**src/hw/rtl/bcbg_pkg.sv**
```systemverilog
`timescale 1ns / 1ps
// ---------------------------------------------------------------------------
// bcbg_pkg: shared types and constants for the buffer cache block getter
// Status codes, controller states and the command/status structs.
// ---------------------------------------------------------------------------
package bcbg_pkg;
	localparam int NUM_BUFFERS_DEF = 32;
	localparam int BLK_W = 16;
	localparam int SLOT_W = 5;

	typedef enum logic [2:0] {
		ST_HIT = 3'd0,
		ST_BUSY = 3'd1,
		ST_REASSIGNED = 3'd2,
		ST_WRITE = 3'd3,
		ST_NOFREE = 3'd4,
		ST_LOADED = 3'd5
	} status_t;

	typedef enum logic [2:0] {
		S_IDLE,
		S_LOAD,
		S_SEARCH,
		S_WALK,
		S_DROP,
		S_EMIT
	} state_t;

	typedef struct packed {
		logic latch;    // capture input item
		logic do_load;  // write table entry, drop slot, maybe append
		logic do_hit;   // lock hit entry, drop slot
		logic do_write; // head delayed: clear delayed bit, pop head
		logic do_reasg; // reassign head, pop head
		logic out_load;
		logic out_hit;
		logic out_busy;
		logic out_write;
		logic out_reasg;
		logic out_nofree;
	} bcbg_cmd_t;

	typedef struct packed {
		logic action;
		logic idx_ok;
		logic hit;
		logic hit_locked;
		logic list_empty;
		logic head_delayed;
		logic shifting; // free list compaction or tail append in progress
	} bcbg_stat_t;
endpackage

```
**src/hw/rtl/buffer_cache_block_getter.sv**
```systemverilog
`timescale 1ns / 1ps
// ---------------------------------------------------------------------------
// buffer_cache_block_getter: buffer cache lookup and free-list manager
// Load fills a table entry; request hits and locks, reports busy, or reclaims a free buffer.
// ---------------------------------------------------------------------------
//  channel | dir | payload
//  s_axis  | in  | tdata {load_free, load_delayed, load_locked, entry_index,
//          |     |   block_id}, tuser action
//  m_axis  | out | tdata {old_block, result_slot, result_block}, tuser status,
//          |     |   tlast last
//
//  Load: written in S_LOAD; a slot that was already listed leaves the list by
//    compaction, and a free, unlocked slot is then appended at the tail.
//  Request hit/busy: S_LOAD and S_SEARCH, plus compaction when a listed buffer is hit.
//  Miss: S_SEARCH, then S_WALK; each written-out head passes S_DROP and waits for
//    compaction; reassign passes S_EMIT; no free buffer ends in S_WALK.
//  Reset clears all valid bits and the free count; no clearing pass.
//  A stalled output holds the controller before it issues the next result.
module buffer_cache_block_getter import bcbg_pkg::*; #(
	parameter int NUM_BUFFERS = NUM_BUFFERS_DEF
) (
	input  logic        clk,
	input  logic        arst_n,
	input  logic        s_axis_tvalid,
	output logic        s_axis_tready,
	input  logic [23:0] s_axis_tdata, // block_id[15:0], entry_index[20:16], load_locked[21],
	                                  // load_delayed[22], load_free[23]
	input  logic [0:0]  s_axis_tuser, // action[0]
	output logic        m_axis_tvalid,
	input  logic        m_axis_tready,
	output logic [39:0] m_axis_tdata, // result_block[15:0], result_slot[20:16],
	                                  // old_block[36:21]
	output logic [2:0]  m_axis_tuser, // status[2:0]
	output logic        m_axis_tlast
);
	bcbg_cmd_t cmd;
	bcbg_stat_t stat;

	bcbg_ctrl u_ctrl (
		.clk(clk), .arst_n(arst_n),
		.in_valid(s_axis_tvalid), .in_ready(s_axis_tready),
		.res_valid(m_axis_tvalid && !m_axis_tready),
		.stat(stat), .cmd(cmd)
	);

	bcbg_datapath #(.NUM_BUFFERS(NUM_BUFFERS)) u_dp (
		.clk(clk), .arst_n(arst_n), .cmd(cmd), .stat(stat),
		.in_data(s_axis_tdata), .in_user(s_axis_tuser),
		.res_valid(m_axis_tvalid), .res_take(m_axis_tready),
		.res_data(m_axis_tdata), .res_user(m_axis_tuser), .res_last(m_axis_tlast)
	);
endmodule

```
**src/hw/rtl/bcbg_datapath.sv**
```systemverilog
`timescale 1ns / 1ps
// ---------------------------------------------------------------------------
// bcbg_datapath: buffer table, free list and result register
// Free-list removal compacts one position per cycle.
// ---------------------------------------------------------------------------
module bcbg_datapath import bcbg_pkg::*; #(
	parameter int NUM_BUFFERS = NUM_BUFFERS_DEF
) (
	input  logic              clk,
	input  logic              arst_n,
	input  bcbg_cmd_t         cmd,
	output bcbg_stat_t        stat,
	input  logic [23:0]       in_data,
	input  logic [0:0]        in_user,
	output logic              res_valid,
	input  logic              res_take,
	output logic [39:0]       res_data,
	output logic [2:0]        res_user,
	output logic              res_last
);
	localparam int CNT_W = $clog2(NUM_BUFFERS + 1);
	localparam int IDX_W = $clog2(NUM_BUFFERS);

	logic [NUM_BUFFERS-1:0] valid_q, locked_q, delayed_q;
	logic [BLK_W-1:0] blk_q [NUM_BUFFERS];
	logic [SLOT_W-1:0] order_q [NUM_BUFFERS];
	logic [CNT_W-1:0] count_q, shpos_q;
	logic shifting_q;
	logic app_pend_q; // loaded slot still to be appended once compaction settles

	logic action_q, lk_q, dl_q, fr_q;
	logic [BLK_W-1:0] req_blk_q;
	logic [SLOT_W-1:0] req_idx_q;

	// match search
	logic hit;
	logic [IDX_W-1:0] hit_slot;
	always_comb begin
		hit = 1'b0;
		hit_slot = '0;
		for (int s = NUM_BUFFERS - 1; s >= 0; s--) begin
			if (valid_q[s] && blk_q[s] == req_blk_q) begin
				hit = 1'b1;
				hit_slot = IDX_W'(s);
			end
		end
	end

	logic idx_ok;
	assign idx_ok = {1'b0, req_idx_q} < (SLOT_W + 1)'(NUM_BUFFERS);
	logic [IDX_W-1:0] ld_slot;
	assign ld_slot = IDX_W'(req_idx_q);

	// free list position of a slot
	logic [IDX_W-1:0] find_slot;
	logic found;
	logic [CNT_W-1:0] found_pos;
	assign find_slot = cmd.do_load ? ld_slot : hit_slot;
	always_comb begin
		found = 1'b0;
		found_pos = '0;
		for (int i = NUM_BUFFERS - 1; i >= 0; i--) begin
			if (CNT_W'(i) < count_q && order_q[i] == SLOT_W'(find_slot)) begin
				found = 1'b1;
				found_pos = CNT_W'(i);
			end
		end
	end

	logic [IDX_W-1:0] head;
	assign head = IDX_W'(order_q[0]);

	assign stat.action = action_q;
	assign stat.idx_ok = idx_ok;
	assign stat.hit = hit;
	assign stat.hit_locked = locked_q[hit_slot];
	assign stat.list_empty = count_q == '0;
	assign stat.head_delayed = delayed_q[head];
	assign stat.shifting = shifting_q | app_pend_q;

	always_ff @(posedge clk) begin
		if (cmd.latch) begin
			action_q <= in_user[0];
			req_blk_q <= in_data[15:0];
			req_idx_q <= in_data[20:16];
			lk_q <= in_data[21];
			dl_q <= in_data[22];
			fr_q <= in_data[23];
		end
		if (cmd.do_load)
			blk_q[ld_slot] <= req_blk_q;
		if (cmd.do_reasg)
			blk_q[head] <= req_blk_q;
		// compaction: move one entry down per cycle
		if (shifting_q && shpos_q < count_q)
			order_q[shpos_q[IDX_W-1:0]] <= order_q[shpos_q[IDX_W-1:0] + 1'b1];
		// tail append after any compaction has finished
		if (app_pend_q && !shifting_q)
			order_q[count_q[IDX_W-1:0]] <= SLOT_W'(ld_slot);
	end

	always_ff @(posedge clk or negedge arst_n) begin
		if (!arst_n) begin
			valid_q <= '0;
			locked_q <= '0;
			delayed_q <= '0;
			count_q <= '0;
			shpos_q <= '0;
			shifting_q <= 1'b0;
			app_pend_q <= 1'b0;
		end else begin
			if (shifting_q) begin
				if (shpos_q + 1'b1 >= count_q)
					shifting_q <= 1'b0;
				shpos_q <= shpos_q + 1'b1;
			end
			if (app_pend_q && !shifting_q) begin
				count_q <= count_q + 1'b1;
				app_pend_q <= 1'b0;
			end
			if (cmd.do_load) begin
				valid_q[ld_slot] <= 1'b1;
				locked_q[ld_slot] <= lk_q;
				delayed_q[ld_slot] <= dl_q;
				if (found) begin
					shpos_q <= found_pos;
					shifting_q <= 1'b1;
					count_q <= count_q - 1'b1;
				end
				if (fr_q && !lk_q)
					app_pend_q <= 1'b1;
			end
			if (cmd.do_hit) begin
				locked_q[hit_slot] <= 1'b1;
				delayed_q[hit_slot] <= 1'b0;
				if (found) begin
					shpos_q <= found_pos;
					shifting_q <= 1'b1;
					count_q <= count_q - 1'b1;
				end
			end
			if (cmd.do_write || cmd.do_reasg) begin
				delayed_q[head] <= 1'b0;
				shpos_q <= '0;
				shifting_q <= 1'b1;
				count_q <= count_q - 1'b1;
			end
			if (cmd.do_reasg) begin
				valid_q[head] <= 1'b1;
				locked_q[head] <= 1'b1;
			end
		end
	end

	// result register
	always_ff @(posedge clk or negedge arst_n) begin
		if (!arst_n)
			res_valid <= 1'b0;
		else if (cmd.out_load | cmd.out_hit | cmd.out_busy | cmd.out_write |
			cmd.out_reasg | cmd.out_nofree)
			res_valid <= 1'b1;
		else if (res_take)
			res_valid <= 1'b0;
	end

	always_ff @(posedge clk) begin
		if (cmd.out_load) begin
			res_user <= ST_LOADED;
			res_data <= {3'd0, BLK_W'(0), req_idx_q, req_blk_q};
			res_last <= 1'b1;
		end else if (cmd.out_hit || cmd.out_busy) begin
			res_user <= cmd.out_hit ? ST_HIT : ST_BUSY;
			res_data <= {3'd0, BLK_W'(0), SLOT_W'(hit_slot), req_blk_q};
			res_last <= 1'b1;
		end else if (cmd.out_write) begin
			res_user <= ST_WRITE;
			res_data <= {3'd0, BLK_W'(0), SLOT_W'(head), blk_q[head]};
			res_last <= 1'b0;
		end else if (cmd.out_reasg) begin
			res_user <= ST_REASSIGNED;
			res_data <= {3'd0, blk_q[head], SLOT_W'(head), req_blk_q};
			res_last <= 1'b1;
		end else if (cmd.out_nofree) begin
			res_user <= ST_NOFREE;
			res_data <= {3'd0, BLK_W'(0), SLOT_W'(0), req_blk_q};
			res_last <= 1'b1;
		end
	end

	assert property (@(posedge clk) disable iff (!arst_n)
		count_q <= CNT_W'(NUM_BUFFERS))
		else $error("free count overflow");
	assert property (@(posedge clk) disable iff (!arst_n)
		(cmd.do_write || cmd.do_reasg) |-> !stat.list_empty && !shifting_q)
		else $error("pop of empty or unsettled free list");
	assert property (@(posedge clk) disable iff (!arst_n)
		cmd.do_hit |-> hit && !locked_q[hit_slot])
		else $error("lock of locked or absent buffer");
endmodule

```
**src/hw/rtl/bcbg_ctrl.sv**
```systemverilog
`timescale 1ns / 1ps
// ---------------------------------------------------------------------------
// bcbg_ctrl: sequencing of load, search and free-list walk
// A miss may emit write-outs first; waits for list compaction to settle.
// ---------------------------------------------------------------------------
module bcbg_ctrl import bcbg_pkg::*; (
	input  logic       clk,
	input  logic       arst_n,
	input  logic       in_valid,
	output logic       in_ready,
	input  logic       res_valid,
	input  bcbg_stat_t stat,
	output bcbg_cmd_t  cmd
);
	state_t state_q, state_d;

	always_ff @(posedge clk or negedge arst_n) begin
		if (!arst_n)
			state_q <= S_IDLE;
		else
			state_q <= state_d;
	end

	always_comb begin
		state_d = state_q;
		cmd = '0;
		in_ready = 1'b0;
		unique case (state_q)
			S_IDLE: begin
				in_ready = !stat.shifting;
				if (in_valid && !stat.shifting) begin
					cmd.latch = 1'b1;
					state_d = S_LOAD;
				end
			end
			S_LOAD: begin
				if (!res_valid) begin
					if (stat.action) begin
						if (stat.idx_ok) begin
							cmd.do_load = 1'b1;
							cmd.out_load = 1'b1;
						end
						state_d = S_IDLE;
					end else
						state_d = S_SEARCH;
				end
			end
			S_SEARCH: begin
				if (stat.hit) begin
					if (stat.hit_locked)
						cmd.out_busy = 1'b1;
					else begin
						cmd.do_hit = 1'b1;
						cmd.out_hit = 1'b1;
					end
					state_d = S_IDLE;
				end else
					state_d = S_WALK;
			end
			S_WALK: begin
				if (!stat.shifting && !res_valid) begin
					if (stat.list_empty) begin
						cmd.out_nofree = 1'b1;
						state_d = S_IDLE;
					end else if (stat.head_delayed) begin
						cmd.out_write = 1'b1;
						state_d = S_DROP;
					end else begin
						cmd.out_reasg = 1'b1;
						state_d = S_EMIT;
					end
				end
			end
			S_DROP: begin
				cmd.do_write = 1'b1;
				state_d = S_WALK;
			end
			S_EMIT: begin
				cmd.do_reasg = 1'b1;
				state_d = S_IDLE;
			end
			default: state_d = S_IDLE;
		endcase
	end
endmodule

```
**config.mk**
```make
export PLATFORM = sky130hd
export DESIGN_NAME = buffer_cache_block_getter
export DESIGN_NICKNAME = d
export VERILOG_FILES = /design/src/hw/rtl/bcbg_pkg.sv /design/src/hw/rtl/buffer_cache_block_getter.sv /design/src/hw/rtl/bcbg_datapath.sv /design/src/hw/rtl/bcbg_ctrl.sv
export SDC_FILE = /design/constraint.sdc
export NUM_CORES = 2
export LEC_CHECK = 0
export BUFFER_PORTS_ARGS = -buffer_cell sky130_fd_sc_hd__buf_2
export CORE_UTILIZATION = 45
export DETAILED_ROUTE_END_ITERATION = 16
export HOLD_SLACK_MARGIN = 0.02
export PLACE_DENSITY = 0.63
export SETUP_SLACK_MARGIN = 0.4
export SYNTH_ARGS = -nofsm -noshare
export SYNTH_HDL_FRONTEND = slang
export SYNTH_HIERARCHICAL = 1
export SYNTH_SLANG_ARGS = --single-unit
```
**constraint.sdc**
```tcl
create_clock -name clk -period 7.8 [get_ports clk]
set_input_delay 0.39 -clock clk [delete_from_list [all_inputs] [get_ports clk]]
set_output_delay 0.39 -clock clk [all_outputs]
set_load 0.1 [all_outputs]
```
==> results.toml <==
[run_status]
status = "finished, final reports clean"

[sta]
period_needed_ps = 7284
tightest_slew_ps = 1275
maxSlewViolCount = 0
setup-violations-final = 0
finClkSkew_ps = 54.60
hold_viol = 0
rsz0062_at_grt = "no"
maxSlewHeadroom_pct = 14.37
finalCritPeriodShare_pct = 93.39
fmax_mhz = 137.3
fin_setup_tns_ps = 0

[min_path]
min-delay-path-class = "input pin to register"

[floorplan]
die_h_um = 327.8
core_area_um2 = 105300
dieWidth_um = 327.8
rows = 119
initial_core_util_pct = 45.38
die_area_um2 = 107500
io_pins = 75

[synthesis]
synth_edf_count = 718
ys_seq_area_share_pct = 51.95
synthArstFlopShare_pct = 13.38
ys.flop_type = "edfxtp_1"
synth.distinct_cells = 105
synth_warnings = 6
syn_area_per_cell_um2 = 12.36
netlist_area_um2 = 47770
syn_inst = 3863
ys_ff_latch = 852

[critical_path]
crit_buf_inv = 3
worstPathRequired_ps = 8320
worstPathMaxFanout = 33
cp_slowest_stage_delay_ps = 1000
crit_chain = "buf_12 > xor2_1 > or2_2 > nor3b_1 > nand4_1 > and4_1 > o311a_1 > a2111oi_0 > o21ai_1 > inv_1 > a211oi_1 > a21oi_1 > a21oi_1 > o22a_1 > o21ai_0 > nor3_2 > or2_2 > buf_4 > nor2_1 > a22oi_1 > o21ai_0"
crit_slowest_cell = "edfxtp_1"
cp_top_family = "compound AO/OA/AOI/OAI gates"
path_class = "register to register"
worstPathArrival_ps = 7810
cp-start-kind = "register"
endpoint_kind = "register"

[detailed_routing]
drc = 0
ant_nets = 0
wire_per_inst_um = 32.30
dr_total_vias = 36004
wl_mm = 176.3
initialDrtViolationCount = 5286
via_per_inst = 6.597
first_pass_iters = 6

[global_route]
first_global_vias = 33862
grt_pass1_wl_mm = 250.9
grt_overflow = 0
grtUsageTotal_pct = 32.50
grt_max_degree = 76
antenna_found_initial = 6

[clock_network]
cts_buffers = 94
root_buffer = "clkbuf_16"
path_clk_slew_ps = 60
cts_tree = "yes"
cts-htree-levels = 3
cts.sinks = 852
cts_max_path_buffers = 3
insertion_delay_ps = 720

[cells_and_area]
instances_no_fill = 5458
nNetsFinal = 4030
fill_cells = 9032
final_util_pct = 51.08
areaGrowthSynthToFinish_pct = 12.58
drive_gt1_share_pct = 18.73
final_cell_mix = "718 x edfxtp_1, 554 x xnor2_1, 226 x nor2_1"
final_common_cell = "edfxtp_1"

[power_and_ir_drop]
peakVddDrop_mv = 0.4488
p_leak_nw = 17.37
p_total_mw = 16.72
powerDensity_nw_per_um2 = 310.9

[job]
maxCapViolations = 0

[placement]
hpwl_mm = 128.8
dpl.cell_count = 5246
io_buffers = 71
finalWeightedCongestion = 1.015
-- where the power goes --
part | internal [mW] | switching (mW)
clock network | 2.61 | 1.95
logic | 1.82 | 4.13
registers | 5.87 | 0.334
-- path summary, 6_finish.rpt --
kind	from	endpoint	slack (ps)	cells after the start
setup / recovery	u_dp/req_blk_q[10]	u_dp/res_data[18]	520	21
hold / removal	s_axis_tvalid	u_ctrl/state_q[0]	190	4
setup reg to reg	u_dp/req_blk_q[10]	u_dp/res_data[18]	520	21
hold reg to reg	u_dp/res_data[30]	u_dp/res_data[30]	440	2
max in group asynchronous	arst_n	u_dp/valid_q[0]	6040	3
min in group asynchronous	arst_n	u_dp/valid_q[11]	290	2
-- synth_stat cells (28+ instances only) --
master,instances,area share [%]
a21oi_1,78,0.82
a22oi_1,42,0.66
and3_1,30,0.39
buf_1,30,0.24
buf_2,36,0.38
buf_4,35,0.55
clkbuf_1,119,0.94
dfrtp_1,114,6.0
edfxtp_1,718,45
inv_1,33,0.26
mux2i_1,58,1.2
mux4_2,186,8.8
nand2_1,204,1.6
nand3_1,118,1.2
nand4_1,193,2.5
nor2_1,227,1.8
nor3_1,115,1.2
nor3b_1,28,0.44
o21ai_0,137,1.4
o22ai_1,31,0.41
or2_2,85,1.1
or4_1,39,0.61
xnor2_1,555,10
xor2_1,121,2.2
-- registers in the layout (all words and copies together), names as in the netlist, 3 cells and up --
signal / cells
u_dp/order_q: 160
u_dp/ld_slot: 5
u_dp/blk_q: 512
u_dp/count_q: 6
u_dp/valid_q: 32
u_dp/res_user: 3
u_dp/req_blk_q: 16
u_dp/delayed_q: 32
u_dp/shpos_q: 6
u_dp/locked_q: 32
u_dp/res_data: 37
u_ctrl/state_q: 3
-- tightest hold or removal path, cell delays in order --
cell and delay [ps]:
buf_2 90, nor2b_1 180, o21ai_0 100, o221ai_1 70
-- cell families (layout without fill, tap and decap cells) --
group | Yosys count | after routing | share of synthesized area, %
buf+inv | 274 | 472 | 2.792
fa+ha+maj | 16 | 16 | 0.4191
simple gates | 1234 | 1234 | 14.06
xor+xnor | 677 | 677 | 12.43
compound gates | 555 | 555 | 8.136
mux | 253 | 253 | 10.20
other cells | 2 | 8 | 0.01572
flops | 852 | 852 | 51.95
-- through the flow --
| stage | instance area, um2 | worst slack [ps] | hold slack [ps] |
|---|---|---|---|
| 2_1_floorplan | 47770 | 958.3 | 94.41 |
| 3_3_place_gp | 50280 | 730.2 | 430.1 |
| 3_5_place_dp | 50280 | 654.8 | 438.5 |
| 4_1_cts | 53690 | 587.7 | 148.8 |
| 5_1_grt | 53770 | 406.4 | 266.8 |
| 6_report | 53780 | 515.6 | 188.6 |
-- per-layer routing --
layer / part of all wire, % / GRT usage (%) / wire length [um] / vias to the layer above
li1: - / - / - / 15105
met1: 41 / 46.41 / 71630 / 18119
met2: 43 / 47.12 / 75620 / 2391
met3: 12 / 8.357 / 21700 / 385
met4: 4.2 / 13.00 / 7325 / 4
met5: 0.012 / 0 / 21 / -
-- cell type report --
| cell class | count | area (um2) | area share [%] |
|---|---|---|---|
| flip-flops and latches | 852 | 24820 | 46.15 |
| multi-input cells | 2739 | 21910 | 40.75 |
| clock buffers | 123 | 2585 | 4.807 |
| repair buffers | 260 | 2014 | 3.746 |
| well taps | 1391 | 1740 | 3.236 |
| clock inverters | 51 | 556.8 | 1.035 |
| inverters | 38 | 142.6 | 0.2652 |
| diodes | 4 | 10.01 | 0.01861 |
-- repair_timing --
item | in CTS | in global routing
setup buffers | 0 | 7
hold buffers | 27 | 0
endpoints found under the hold margin | 87 | 0
gates resized for setup | 0 | 4
endpoints found under the setup margin | 0 | 39
Power figures use the tool's default switching activity.
